[src/rtl/core/servo_frame_receiver_top_defines.svh]
// assertion macros shared by the servo frame receiver modules
`ifndef SERVO_FRAME_RECEIVER_TOP_DEFINES_SVH
`define SERVO_FRAME_RECEIVER_TOP_DEFINES_SVH

// same-cycle implication, checked on every rising edge out of reset
`define SFR_ASSERT_NOW(lbl, ante, cons) \
	lbl: assert property (@(posedge clk) disable iff (!arst_n) (ante) |-> (cons)) \
		else $error("servo frame receiver check failed");

// next-cycle implication, checked on every rising edge out of reset
`define SFR_ASSERT_NEXT(lbl, ante, cons) \
	lbl: assert property (@(posedge clk) disable iff (!arst_n) (ante) |=> (cons)) \
		else $error("servo frame receiver check failed");

`endif

[src/rtl/core/sfr_pkg.sv]
// shared constants and types of the servo frame receiver
package sfr_pkg;

	localparam int unsigned SERVO_COUNT_DEF = 12;
	localparam int unsigned BYTE_W          = 8;
	localparam int unsigned PULSE_W         = 16;
	localparam int unsigned CHAN_W          = 4;
	localparam int unsigned CFG_IDX_W       = 8;

	// register indexes of the configuration port
	localparam logic [CFG_IDX_W-1:0] REG_FIRST_SYNC  = 8'd0;
	localparam logic [CFG_IDX_W-1:0] REG_SECOND_SYNC = 8'd1;

	// sync byte values after reset
	localparam logic [BYTE_W-1:0] FIRST_SYNC_RST  = 8'd10;
	localparam logic [BYTE_W-1:0] SECOND_SYNC_RST = 8'd69;

	// a finished good frame, tagged with the payload bank holding it
	typedef struct packed {
		logic push;
		logic bank;
	} frame_cmd_t;

	// the back end has delivered every word of a bank
	typedef struct packed {
		logic done;
		logic bank;
	} frame_done_t;

endpackage

[src/rtl/core/sfr_byte_if.sv]
// received byte channel
interface sfr_byte_if;
	logic                      valid;
	logic                      ready;
	logic [sfr_pkg::BYTE_W-1:0] rx_byte;

	modport source (output valid, output rx_byte, input ready);
	modport sink (input valid, input rx_byte, output ready);
endinterface

[src/rtl/core/sfr_result_if.sv]
// servo result channel
interface sfr_result_if;
	logic                       valid;
	logic                       ready;
	logic [sfr_pkg::CHAN_W-1:0]  servo_channel;
	logic [sfr_pkg::PULSE_W-1:0] pulse_width;
	logic                       last_of_frame;

	modport source (output valid, output servo_channel, output pulse_width,
		output last_of_frame, input ready);
	modport sink (input valid, input servo_channel, input pulse_width,
		input last_of_frame, output ready);
endinterface

[src/rtl/core/sfr_cfg_if.sv]
// configuration write channel
interface sfr_cfg_if;
	logic                         valid;
	logic                         ready;
	logic [sfr_pkg::CFG_IDX_W-1:0] index;
	logic [sfr_pkg::BYTE_W-1:0]    data;

	modport source (output valid, output index, output data, input ready);
	modport sink (input valid, input index, input data, output ready);
endinterface

[src/rtl/core/sfr_ram.sv]
// generic simple dual port ram with registered read
module sfr_ram #(
	parameter int unsigned WIDTH = 16,
	parameter int unsigned DEPTH = 32
) (
	input  logic                     clk,
	input  logic                     we,
	input  logic [$clog2(DEPTH)-1:0] waddr,
	input  logic [WIDTH-1:0]         wdata,
	input  logic                     re,
	input  logic [$clog2(DEPTH)-1:0] raddr,
	output logic [WIDTH-1:0]         rdata
);

	logic [WIDTH-1:0] mem_q [DEPTH];

	// write port
	always_ff @(posedge clk) begin
		if (we) begin
			mem_q[waddr] <= wdata;
		end
	end

	// registered read port, holds while re is low
	always_ff @(posedge clk) begin
		if (re) begin
			rdata <= mem_q[raddr];
		end
	end

endmodule

[src/rtl/core/sfr_front.sv]
// byte parser: sync hunt, payload capture, checksum test
`include "servo_frame_receiver_top_defines.svh"
module sfr_front #(
	parameter int unsigned SERVO_COUNT = sfr_pkg::SERVO_COUNT_DEF,
	parameter int unsigned PAIR_W      = 4
) (
	input  logic                       clk,
	input  logic                       arst_n,
	sfr_byte_if.sink                   rx,
	sfr_cfg_if.sink                    cfg,
	output sfr_pkg::frame_cmd_t        cmd,
	input  logic                       q_full,
	input  sfr_pkg::frame_done_t       done,
	output logic                       ram_we,
	output logic [PAIR_W:0]            ram_waddr,
	output logic [sfr_pkg::PULSE_W-1:0] ram_wdata
);

	localparam int unsigned PAYLOAD_BYTES = 2 * SERVO_COUNT;
	localparam int unsigned CHECK_POS     = PAYLOAD_BYTES + 2;
	localparam int unsigned POS_W         = $clog2(CHECK_POS + 1);

	localparam logic [POS_W-1:0] POS_HUNT  = POS_W'(0);
	localparam logic [POS_W-1:0] POS_SYNC2 = POS_W'(1);
	localparam logic [POS_W-1:0] POS_DATA0 = POS_W'(2);
	localparam logic [POS_W-1:0] POS_CHECK = POS_W'(CHECK_POS);

	logic [POS_W-1:0]          pos_q;
	logic [sfr_pkg::BYTE_W-1:0] xor_q;
	logic [sfr_pkg::BYTE_W-1:0] lo_q;
	logic                      wbank_q;
	logic [1:0]                busy_q;
	logic [sfr_pkg::BYTE_W-1:0] first_q;
	logic [sfr_pkg::BYTE_W-1:0] second_q;

	logic             is_payload;
	logic             is_check;
	logic             acc;
	logic [POS_W-1:0] slot;
	logic [POS_W-1:0] half;

	// position decode
	assign is_payload = (pos_q >= POS_DATA0) && (pos_q < POS_CHECK);
	assign is_check   = (pos_q == POS_CHECK);
	assign slot       = pos_q - POS_DATA0;
	assign half       = slot >> 1;

	// stall on a payload byte while its bank is still draining, and on the checksum byte while the queue is full
	assign rx.ready = !(is_payload && busy_q[wbank_q]) && !(is_check && q_full);
	assign acc      = rx.valid && rx.ready;
	assign cfg.ready = 1'b1;

	// byte pair written once the high byte arrives
	assign ram_we    = acc && is_payload && slot[0];
	assign ram_waddr = {wbank_q, half[PAIR_W-1:0]};
	assign ram_wdata = {rx.rx_byte, lo_q};

	// good checksum hands the bank to the back end
	assign cmd.push = acc && is_check && (xor_q == rx.rx_byte);
	assign cmd.bank = wbank_q;

	// frame position and running checksum
	always_ff @(posedge clk or negedge arst_n) begin
		if (!arst_n) begin
			pos_q <= POS_HUNT;
			xor_q <= '0;
		end else if (acc) begin
			unique case (1'b1)
				(pos_q == POS_HUNT): begin
					pos_q <= (rx.rx_byte == first_q) ? POS_SYNC2 : POS_HUNT;
				end
				(pos_q == POS_SYNC2): begin
					pos_q <= (rx.rx_byte == second_q) ? POS_DATA0 : POS_HUNT;
					xor_q <= '0;
				end
				is_payload: begin
					pos_q <= pos_q + POS_W'(1);
					xor_q <= xor_q ^ rx.rx_byte;
				end
				default: begin
					pos_q <= POS_HUNT;
					xor_q <= '0;
				end
			endcase
		end
	end

	// low byte of the current pair
	always_ff @(posedge clk) begin
		if (acc && is_payload && !slot[0]) begin
			lo_q <= rx.rx_byte;
		end
	end

	// bank ownership: set on hand-off, cleared when fully delivered
	always_ff @(posedge clk or negedge arst_n) begin
		if (!arst_n) begin
			wbank_q <= 1'b0;
			busy_q  <= 2'b00;
		end else begin
			if (done.done) begin
				busy_q[done.bank] <= 1'b0;
			end
			if (cmd.push) begin
				busy_q[wbank_q] <= 1'b1;
				wbank_q         <= !wbank_q;
			end
		end
	end

	// sync byte registers
	always_ff @(posedge clk or negedge arst_n) begin
		if (!arst_n) begin
			first_q  <= sfr_pkg::FIRST_SYNC_RST;
			second_q <= sfr_pkg::SECOND_SYNC_RST;
		end else if (cfg.valid && cfg.ready) begin
			unique case (cfg.index)
				sfr_pkg::REG_FIRST_SYNC:  first_q  <= cfg.data;
				sfr_pkg::REG_SECOND_SYNC: second_q <= cfg.data;
				default: ;
			endcase
		end
	end

	// a bank handed off is never one still in use
	`SFR_ASSERT_NOW(a_push_free_bank, cmd.push, !busy_q[wbank_q])

endmodule

[src/rtl/core/sfr_queue.sv]
// two-entry queue of finished frames between parser and output sequencer
`include "servo_frame_receiver_top_defines.svh"
module sfr_queue (
	input  logic                clk,
	input  logic                arst_n,
	input  sfr_pkg::frame_cmd_t cmd,
	output logic                full,
	output sfr_pkg::frame_cmd_t head,
	input  logic                pop
);

	logic       bank_q [2];
	logic       rd_ptr_q;
	logic       wr_ptr_q;
	logic [1:0] count_q;

	assign full      = (count_q == 2'd2);
	assign head.push = (count_q != 2'd0);
	assign head.bank = bank_q[rd_ptr_q];

	// entry storage
	always_ff @(posedge clk) begin
		if (cmd.push) begin
			bank_q[wr_ptr_q] <= cmd.bank;
		end
	end

	// pointers and fill count
	always_ff @(posedge clk or negedge arst_n) begin
		if (!arst_n) begin
			rd_ptr_q <= 1'b0;
			wr_ptr_q <= 1'b0;
			count_q  <= 2'd0;
		end else begin
			if (cmd.push) begin
				wr_ptr_q <= !wr_ptr_q;
			end
			if (pop) begin
				rd_ptr_q <= !rd_ptr_q;
			end
			case ({cmd.push, pop})
				2'b10:   count_q <= count_q + 2'd1;
				2'b01:   count_q <= count_q - 2'd1;
				default: count_q <= count_q;
			endcase
		end
	end

	`SFR_ASSERT_NOW(a_no_overflow, cmd.push, !full || pop)
	`SFR_ASSERT_NOW(a_no_underflow, pop, count_q != 2'd0)

endmodule

[src/rtl/core/sfr_back.sv]
// output sequencer: reads byte pairs of a bank and emits one word per servo
`include "servo_frame_receiver_top_defines.svh"
module sfr_back #(
	parameter int unsigned SERVO_COUNT = sfr_pkg::SERVO_COUNT_DEF,
	parameter int unsigned PAIR_W      = 4
) (
	input  logic                       clk,
	input  logic                       arst_n,
	input  sfr_pkg::frame_cmd_t        head,
	output logic                       pop,
	output sfr_pkg::frame_done_t       done,
	output logic                       ram_re,
	output logic [PAIR_W:0]            ram_raddr,
	input  logic [sfr_pkg::PULSE_W-1:0] ram_rdata,
	sfr_result_if.source               servo
);

	localparam logic [1:0] ST_IDLE = 2'd0;
	localparam logic [1:0] ST_READ = 2'd1;
	localparam logic [1:0] ST_SHOW = 2'd2;

	localparam logic [PAIR_W-1:0] LAST_K = PAIR_W'(SERVO_COUNT - 1);

	logic [1:0]        state_q;
	logic              bank_q;
	logic [PAIR_W-1:0] k_q;

	logic       last;
	logic       word_acc;
	logic [7:0] ch_wide;

	assign last     = (k_q == LAST_K);
	assign word_acc = servo.valid && servo.ready;
	assign ch_wide  = 8'(k_q) + 8'd1;

	assign pop       = (state_q == ST_IDLE) && head.push;
	assign ram_re    = (state_q == ST_READ);
	assign ram_raddr = {bank_q, k_q};

	assign done.done = word_acc && last;
	assign done.bank = bank_q;

	// result word straight from the registered ram read
	assign servo.valid         = (state_q == ST_SHOW);
	assign servo.servo_channel = ch_wide[sfr_pkg::CHAN_W-1:0];
	assign servo.pulse_width   = ram_rdata;
	assign servo.last_of_frame = last;

	// sequencer
	always_ff @(posedge clk or negedge arst_n) begin
		if (!arst_n) begin
			state_q <= ST_IDLE;
			bank_q  <= 1'b0;
			k_q     <= '0;
		end else begin
			unique case (state_q)
				ST_IDLE: begin
					if (head.push) begin
						bank_q  <= head.bank;
						k_q     <= '0;
						state_q <= ST_READ;
					end
				end
				ST_READ: begin
					state_q <= ST_SHOW;
				end
				ST_SHOW: begin
					if (word_acc) begin
						if (last) begin
							state_q <= ST_IDLE;
						end else begin
							k_q     <= k_q + PAIR_W'(1);
							state_q <= ST_READ;
						end
					end
				end
				default: begin
					state_q <= ST_IDLE;
				end
			endcase
		end
	end

	`SFR_ASSERT_NEXT(a_pop_starts_frame, pop, (state_q == ST_READ) && (k_q == '0))
	`SFR_ASSERT_NEXT(a_done_goes_idle, done.done, state_q == ST_IDLE)

endmodule

[src/rtl/core/servo_frame_receiver_top.sv]
// top level of the servo frame receiver
// Bytes are taken one per cycle; input stalls only while both payload banks hold
// frames whose words are not all delivered.
// A good frame's checksum byte enters the frame queue, which the output sequencer pops;
// each word is then a ram read followed by a show that holds until the word is taken.
// Reset clears the frame position, checksum, banks and queue and restores the sync
// bytes to 10 and 69; the payload ram is not cleared and needs no clearing pass.
module servo_frame_receiver_top #(
	parameter int unsigned SERVO_COUNT = sfr_pkg::SERVO_COUNT_DEF
) (
	input  logic        clk,
	input  logic        arst_n,
	sfr_byte_if.sink     rx,
	sfr_result_if.source servo,
	sfr_cfg_if.sink      cfg
);

	localparam int unsigned PAIR_W    = (SERVO_COUNT > 1) ? $clog2(SERVO_COUNT) : 1;
	localparam int unsigned RAM_DEPTH = 2 * (2 ** PAIR_W);

	sfr_pkg::frame_cmd_t  cmd;
	sfr_pkg::frame_cmd_t  head;
	sfr_pkg::frame_done_t done;
	logic                 q_full;
	logic                 pop;

	logic                        ram_we;
	logic [PAIR_W:0]             ram_waddr;
	logic [sfr_pkg::PULSE_W-1:0] ram_wdata;
	logic                        ram_re;
	logic [PAIR_W:0]             ram_raddr;
	logic [sfr_pkg::PULSE_W-1:0] ram_rdata;

	// parser
	sfr_front #(
		.SERVO_COUNT(SERVO_COUNT),
		.PAIR_W     (PAIR_W)
	) u_front (
		.clk      (clk),
		.arst_n   (arst_n),
		.rx       (rx),
		.cfg      (cfg),
		.cmd      (cmd),
		.q_full   (q_full),
		.done     (done),
		.ram_we   (ram_we),
		.ram_waddr(ram_waddr),
		.ram_wdata(ram_wdata)
	);

	// two banks of byte pairs
	sfr_ram #(
		.WIDTH(sfr_pkg::PULSE_W),
		.DEPTH(RAM_DEPTH)
	) u_ram (
		.clk  (clk),
		.we   (ram_we),
		.waddr(ram_waddr),
		.wdata(ram_wdata),
		.re   (ram_re),
		.raddr(ram_raddr),
		.rdata(ram_rdata)
	);

	// frame queue
	sfr_queue u_queue (
		.clk   (clk),
		.arst_n(arst_n),
		.cmd   (cmd),
		.full  (q_full),
		.head  (head),
		.pop   (pop)
	);

	// output sequencer
	sfr_back #(
		.SERVO_COUNT(SERVO_COUNT),
		.PAIR_W     (PAIR_W)
	) u_back (
		.clk      (clk),
		.arst_n   (arst_n),
		.head     (head),
		.pop      (pop),
		.done     (done),
		.ram_re   (ram_re),
		.ram_raddr(ram_raddr),
		.ram_rdata(ram_rdata),
		.servo    (servo)
	);

endmodule

[src/flat_wrapper.sv]
// flat-port wrapper written by rule: the top's interface ports become plain ports
module servo_frame_receiver_top_flat 
#(
	parameter int unsigned SERVO_COUNT = sfr_pkg::SERVO_COUNT_DEF
)
  (clk, arst_n, rx_valid, rx_rx_byte, rx_ready, servo_valid, servo_servo_channel, servo_pulse_width, servo_last_of_frame, servo_ready, cfg_valid, cfg_index, cfg_data, cfg_ready);
  sfr_byte_if rx_i ();
  sfr_result_if servo_i ();
  sfr_cfg_if cfg_i ();
  input  logic clk;
  input  logic arst_n;
  input wire logic [$bits(rx_i.valid)-1:0] rx_valid;
  input wire logic [$bits(rx_i.rx_byte)-1:0] rx_rx_byte;
  output wire logic [$bits(rx_i.ready)-1:0] rx_ready;
  output wire logic [$bits(servo_i.valid)-1:0] servo_valid;
  output wire logic [$bits(servo_i.servo_channel)-1:0] servo_servo_channel;
  output wire logic [$bits(servo_i.pulse_width)-1:0] servo_pulse_width;
  output wire logic [$bits(servo_i.last_of_frame)-1:0] servo_last_of_frame;
  input wire logic [$bits(servo_i.ready)-1:0] servo_ready;
  input wire logic [$bits(cfg_i.valid)-1:0] cfg_valid;
  input wire logic [$bits(cfg_i.index)-1:0] cfg_index;
  input wire logic [$bits(cfg_i.data)-1:0] cfg_data;
  output wire logic [$bits(cfg_i.ready)-1:0] cfg_ready;
  assign rx_i.valid = rx_valid;
  assign rx_i.rx_byte = rx_rx_byte;
  assign rx_ready = rx_i.ready;
  assign servo_valid = servo_i.valid;
  assign servo_servo_channel = servo_i.servo_channel;
  assign servo_pulse_width = servo_i.pulse_width;
  assign servo_last_of_frame = servo_i.last_of_frame;
  assign servo_i.ready = servo_ready;
  assign cfg_i.valid = cfg_valid;
  assign cfg_i.index = cfg_index;
  assign cfg_i.data = cfg_data;
  assign cfg_ready = cfg_i.ready;
  servo_frame_receiver_top #(.SERVO_COUNT(SERVO_COUNT)) u_core (.clk(clk), .arst_n(arst_n), .rx(rx_i), .servo(servo_i), .cfg(cfg_i));
endmodule
[config.mk]
export PLATFORM = sky130hd
export DESIGN_NAME = servo_frame_receiver_top_flat
export DESIGN_NICKNAME = d
export VERILOG_FILES = /design/src/rtl/core/sfr_pkg.sv /design/src/rtl/core/sfr_byte_if.sv /design/src/rtl/core/sfr_result_if.sv /design/src/rtl/core/sfr_cfg_if.sv /design/src/rtl/core/sfr_ram.sv /design/src/rtl/core/sfr_front.sv /design/src/rtl/core/sfr_queue.sv /design/src/rtl/core/sfr_back.sv /design/src/rtl/core/servo_frame_receiver_top.sv /design/src/flat_wrapper.sv
export VERILOG_INCLUDE_DIRS = /design/src /design/src/rtl/core
export SDC_FILE = /design/constraint.sdc
export NUM_CORES = 1
export LEC_CHECK = 0
export ABC_AREA = 1
export BUFFER_PORTS_ARGS = -buffer_cell sky130_fd_sc_hd__buf_2
export CAP_MARGIN = 20
export CELL_PAD_IN_SITES_DETAIL_PLACEMENT = 1
export CELL_PAD_IN_SITES_GLOBAL_PLACEMENT = 2
export CORE_ASPECT_RATIO = 1.5
export CORE_MARGIN = 1
export CORE_UTILIZATION = 24
export CTS_CLUSTER_SIZE = 10
export DETAILED_ROUTE_END_ITERATION = 6
export HOLD_SLACK_MARGIN = 0.06
export PLACE_DENSITY_LB_ADDON = 0.05
export RECOVER_POWER = 50
export SYNTH_ARGS = -nofsm -noshare
export SYNTH_HDL_FRONTEND = slang
export SYNTH_SLANG_ARGS = --single-unit
[constraint.sdc]
create_clock -name clk -period 7.9 [get_ports clk]
set_clock_uncertainty 0.2 [all_clocks]
set_input_delay 1.58 -clock clk [delete_from_list [all_inputs] [get_ports clk]]
set_output_delay 1.58 -clock clk [all_outputs]
set_load 0.1 [all_outputs]
==> results.txt <==
----------------------------------------------------
[Timing]
  Final Slew Violations ... 308
  Clock period minus final worst setup slack ... roughly 5 ns
  Setup repair after global routing missed its margin ... no
  Least-Margin Pin Slew ... 2.622 ns
  Setup Viol. Count Final ... 0
  Max Fclk ... ~200 MHz
  Period Utilization, post-route ... between 60% and 70%
  Slew HR ... -74.82%
  Endpoints failing hold ... 0
  Final-layout setup total negative slack ... 0 ns

[Flow run]
  Total of max-cap violations ... 9

[Floorplan]
  Die Footprint ... around 100000 um2
  Initial cell density of the core ... 24.21%
  Num rows ... ~140
  I/O pins ... 53
  Area of the core region ... slightly below 100000 um2
  Die width ... between 200 and 300 um
  Height of the die ... a little under 400 um

[Critical path]
  Crit Path Class ... register to output port
  Bufs and invs on worst path ... 2
  Worst Path Max Fanout ... slightly above 40
  Slowest-stage cell, CP ... sky130_fd_sc_hd__dfrtp_4
  Crit. End Element ... output port
  Kind of start point of the critical path ... register
  Critical path's top delay family ... buffers and inverters
  Crit-path max cell delay ... between 0.7 and 0.8 ns
  Series of cell instances along the critical path ... buf_4, nand2_1, nor2_1, xor2_1, buf_2
  Endpoint required time on the critical path ... between 6 and 7 ns
  WP data arrival ... 3.17 ns

[Detailed routing]
  Initial drt markers ... 716
  Final ANT Viol Nets ... 0
  Drt pass-1 iters ... 4
  Drt total wl ... roughly 81000 um
  DRC violations left ... 0
  Total via count in the routed design ... 15780
  Average wire length per cell after detail routing ... 22.40 um
  Via count normalized by instance count ... about 4.4

[Synth]
  Cell type with the largest total area after synthesis ... sky130_fd_sc_hd__edfxtp_1
  Total of warnings raised by yosys ... 0
  Portion of the post-synthesis area used by sequential elements ... 72.20%
  Arithmetic-cell share of the synthesized area counting full adders, half adders and majority gates ... less than 1%
  Area share of the largest cell type after synthesis ... 67.67%
  Share of cell area taken by muxes after synthesis ... 0%
  Combinational family with the most area after synthesis ... simple AND/OR/NAND/NOR gates
  Synthesized netlist cell count ... 2125
  Number of distinct library cells after synthesis ... 34
  Fraction of synthesized cell area in xor and xnor cells ... 0.6236%
  Post-synthesis compound-gate area fraction ... under 10%
  Post-synthesis register bit count ... approximately 580
  Biggest area contributors in the synthesized netlist ... sky130_fd_sc_hd__edfxtp_1 (68%), sky130_fd_sc_hd__nand2_1 (14%), sky130_fd_sc_hd__nand3_1 (6.5%)
  Post-Synthesis Mean Instance Area ... 11.24 um2
  Post-synthesis instance area ... 23880 um2
  Simple-gate share of the synthesized area ... between 20% and 30%

[GRT]
  Number of antenna violations at the first check in global routing ... 1
  Via count of the first global-routing pass ... between 15000 and 20000
  Maximum number of pins on one net before global-route repair ... 175
  Wire length of the first global-routing pass ... about 120000 um
  GRT Resource Usage Total ... between 15 and 20%
  GRT overflow ... 0

[Clock network]
  Resized cells post-CTS ... 0
  H-tree depth ... 3
  Buffer cell driving the clock tree root ... sky130_fd_sc_hd__clkbuf_16
  Post-CTS Setup Inserts ... 0
  CTS buffer count ... 71
  Quantity of hold-fixing buffers added after cts ... 0
  Clock transition at the register clock pins on the worst setup and hold paths after CTS ... 0.05 ns
  Clock buffer depth ... 3
  Clock insertion delay at the later pin of the skew report ... around 0.63 ns
  TritonCTS clock tree ... done
  Clk sinks ... around 580

[Worst hold path]
  Type of the most critical hold path ... register to register

[Power and ir drop]
  Areal power density over the cells ... ~300 nW/um2
  Leakage ... ~0.011 uW
  Worst ir drop on vdd ... 147.1 uV

[Final layout]
  Final Instance Area ... between 20000 and 30000 um2
  Count of non-filler cells in the finished layout ... about 3600
  Post-layout net count ... ~2300
  Fraction of final layout cells with drive strength greater than 1 ... 8.658%
  Most common cell after layout, fill and taps aside ... sky130_fd_sc_hd__nand2_1
  Area growth from synthesis to final layout ... 17.65%
  Most frequent cells in the layout ... sky130_fd_sc_hd__nand2_1 (867), sky130_fd_sc_hd__edfxtp_1 (538), sky130_fd_sc_hd__nand3_1 (310)

[Placement]
  Port Buffers ... between 50 and 60
  Cells after DPL ... between 3000 and 4000
  DP HPWL ... approximately 46000 um
  Routability congestion estimate from global placement ... between 0.7 and 0.8
  DP Area ... around 26000 um2

[Outcome]
  Status ... complete, but fails checks
  Failing checks ... max-capacitance violations, max-slew violations

----------------------------------------------------
[power by group]
group          internal, uW  total, uW  switching [uW]
logic                   367       1710            1340
registers              3490       3610             116
clock network          1700       2950            1250
[cells by family (layout without fill, tap and decap cells)]
family | after synthesis | after routing
and+or+nand+nor | 1257 | 1257
DFF | 581 | 581
buffers and inverters | 166 | 247
AOI/OAI and AO/OA | 96 | 96
xor gates and xnor gates | 17 | 17
adders and majority gates | 6 | 6
other | 2 | 130
[registers in the layout, indices dropped and copies added (netlist names)]
name / flops
u_core.u_front.first_q: 8
u_core.u_queue.rd_ptr_q: 1
u_core.u_back.bank_q: 1
u_core.u_queue.bank_q: 2
u_core.u_front.busy_q: 2
u_core.u_front.xor_q: 8
u_core.u_ram.mem_q: 512
u_core.u_queue.count_q: 2
u_core.u_front.lo_q: 8
u_core.u_front.second_q: 8
u_core.u_front.pos_q: 5
u_core.u_ram.rdata: 16
u_core.u_queue.wr_ptr_q: 1
u_core.u_back.state_q: 2
u_core.u_back.k_q: 4
u_core.u_front.wbank_q: 1
[final cells by class]
type	instances	area [um2]
Sequential cell	581	17250
Multi-Input combinational cell	1505	6536
Antenna cell	1	2.502
Fill cell	10880	70530
Tap cell	1287	1610
Clock buffer	92	1908
Timing Repair Buffer	89	498.0
Inverter	59	229.0
Clock inverter	7	58.81
[cell usage after synthesis]
cell type and instances:
sky130_fd_sc_hd__clkbuf_1 39, sky130_fd_sc_hd__buf_6 2, sky130_fd_sc_hd__nand3_1 310, sky130_fd_sc_hd__inv_2 5, sky130_fd_sc_hd__nand2_2 3, sky130_fd_sc_hd__nor3_2 1
sky130_fd_sc_hd__nand4_1 2, sky130_fd_sc_hd__dfstp_2 5, sky130_fd_sc_hd__clkinv_1 2, sky130_fd_sc_hd__a21oi_1 65, sky130_fd_sc_hd__o22ai_1 1, sky130_fd_sc_hd__nor2_2 12
sky130_fd_sc_hd__xnor2_1 9, sky130_fd_sc_hd__nor2_4 3, sky130_fd_sc_hd__inv_1 52, sky130_fd_sc_hd__dfrtp_1 38, sky130_fd_sc_hd__nor4_1 1, sky130_fd_sc_hd__o21bai_1 2
sky130_fd_sc_hd__buf_1 16, sky130_fd_sc_hd__conb_1 2, sky130_fd_sc_hd__buf_2 47, sky130_fd_sc_hd__o21ai_0 26, sky130_fd_sc_hd__nor3_1 2, sky130_fd_sc_hd__nand3_4 1
sky130_fd_sc_hd__o21ai_1 1, sky130_fd_sc_hd__xor2_1 8, sky130_fd_sc_hd__nand2_1 867, sky130_fd_sc_hd__ha_1 6, sky130_fd_sc_hd__nand3_2 1, sky130_fd_sc_hd__a31oi_1 1
sky130_fd_sc_hd__edfxtp_1 538, sky130_fd_sc_hd__nor2_1 53, sky130_fd_sc_hd__buf_4 3, sky130_fd_sc_hd__nand2_4 1
[routing by layer]
metal | share of wire [%] | global-route usage (%)
met1 | 43 | 20.29
met2 | 52 | 29.27
met3 | 2.6 | 2.452
met4 | 2.3 | 4.824
met5 | 0 | 0
[per-stage QoR]
step,utilization (%),total power (uW),hold slack [ns],setup slack (ns)
final,28.48,8271,0.2698,2.947
after global routing,28.48,8720,0.2932,2.701
after CTS,28.53,8510,0.2759,2.796
after detailed placement,26.53,5479,0.2611,3.519
after global placement,26.51,5473,0.2545,3.500
after floorplan,-,4774,0.2419,3.845
[tightest hold or removal path: stages (launching register included)]
cell and delay, ns:
sky130_fd_sc_hd__dfrtp_1 0.34, sky130_fd_sc_hd__nand2_1 0.05, sky130_fd_sc_hd__nand2_1 0.05
[worst paths after layout]
kind | from | endpoint | slack (ns) | cells after the start
max | u_core.u_back.k_q[1] | servo_servo_channel[3] | 2.95 | 5
min | u_core.u_queue.wr_ptr_q | u_core.u_queue.wr_ptr_q | 0.27 | 2
max reg2reg | u_core.u_back.k_q[1] | u_core.u_ram.rdata[0] | 4.14 | 8
min reg2reg | u_core.u_queue.wr_ptr_q | u_core.u_queue.wr_ptr_q | 0.27 | 2
max in group asynchronous | arst_n | u_core.u_back.k_q[1] | 4.00 | 2
min in group asynchronous | arst_n | u_core.u_queue.count_q[0] | 1.66 | 2
(Power assumes the default switching activity.)
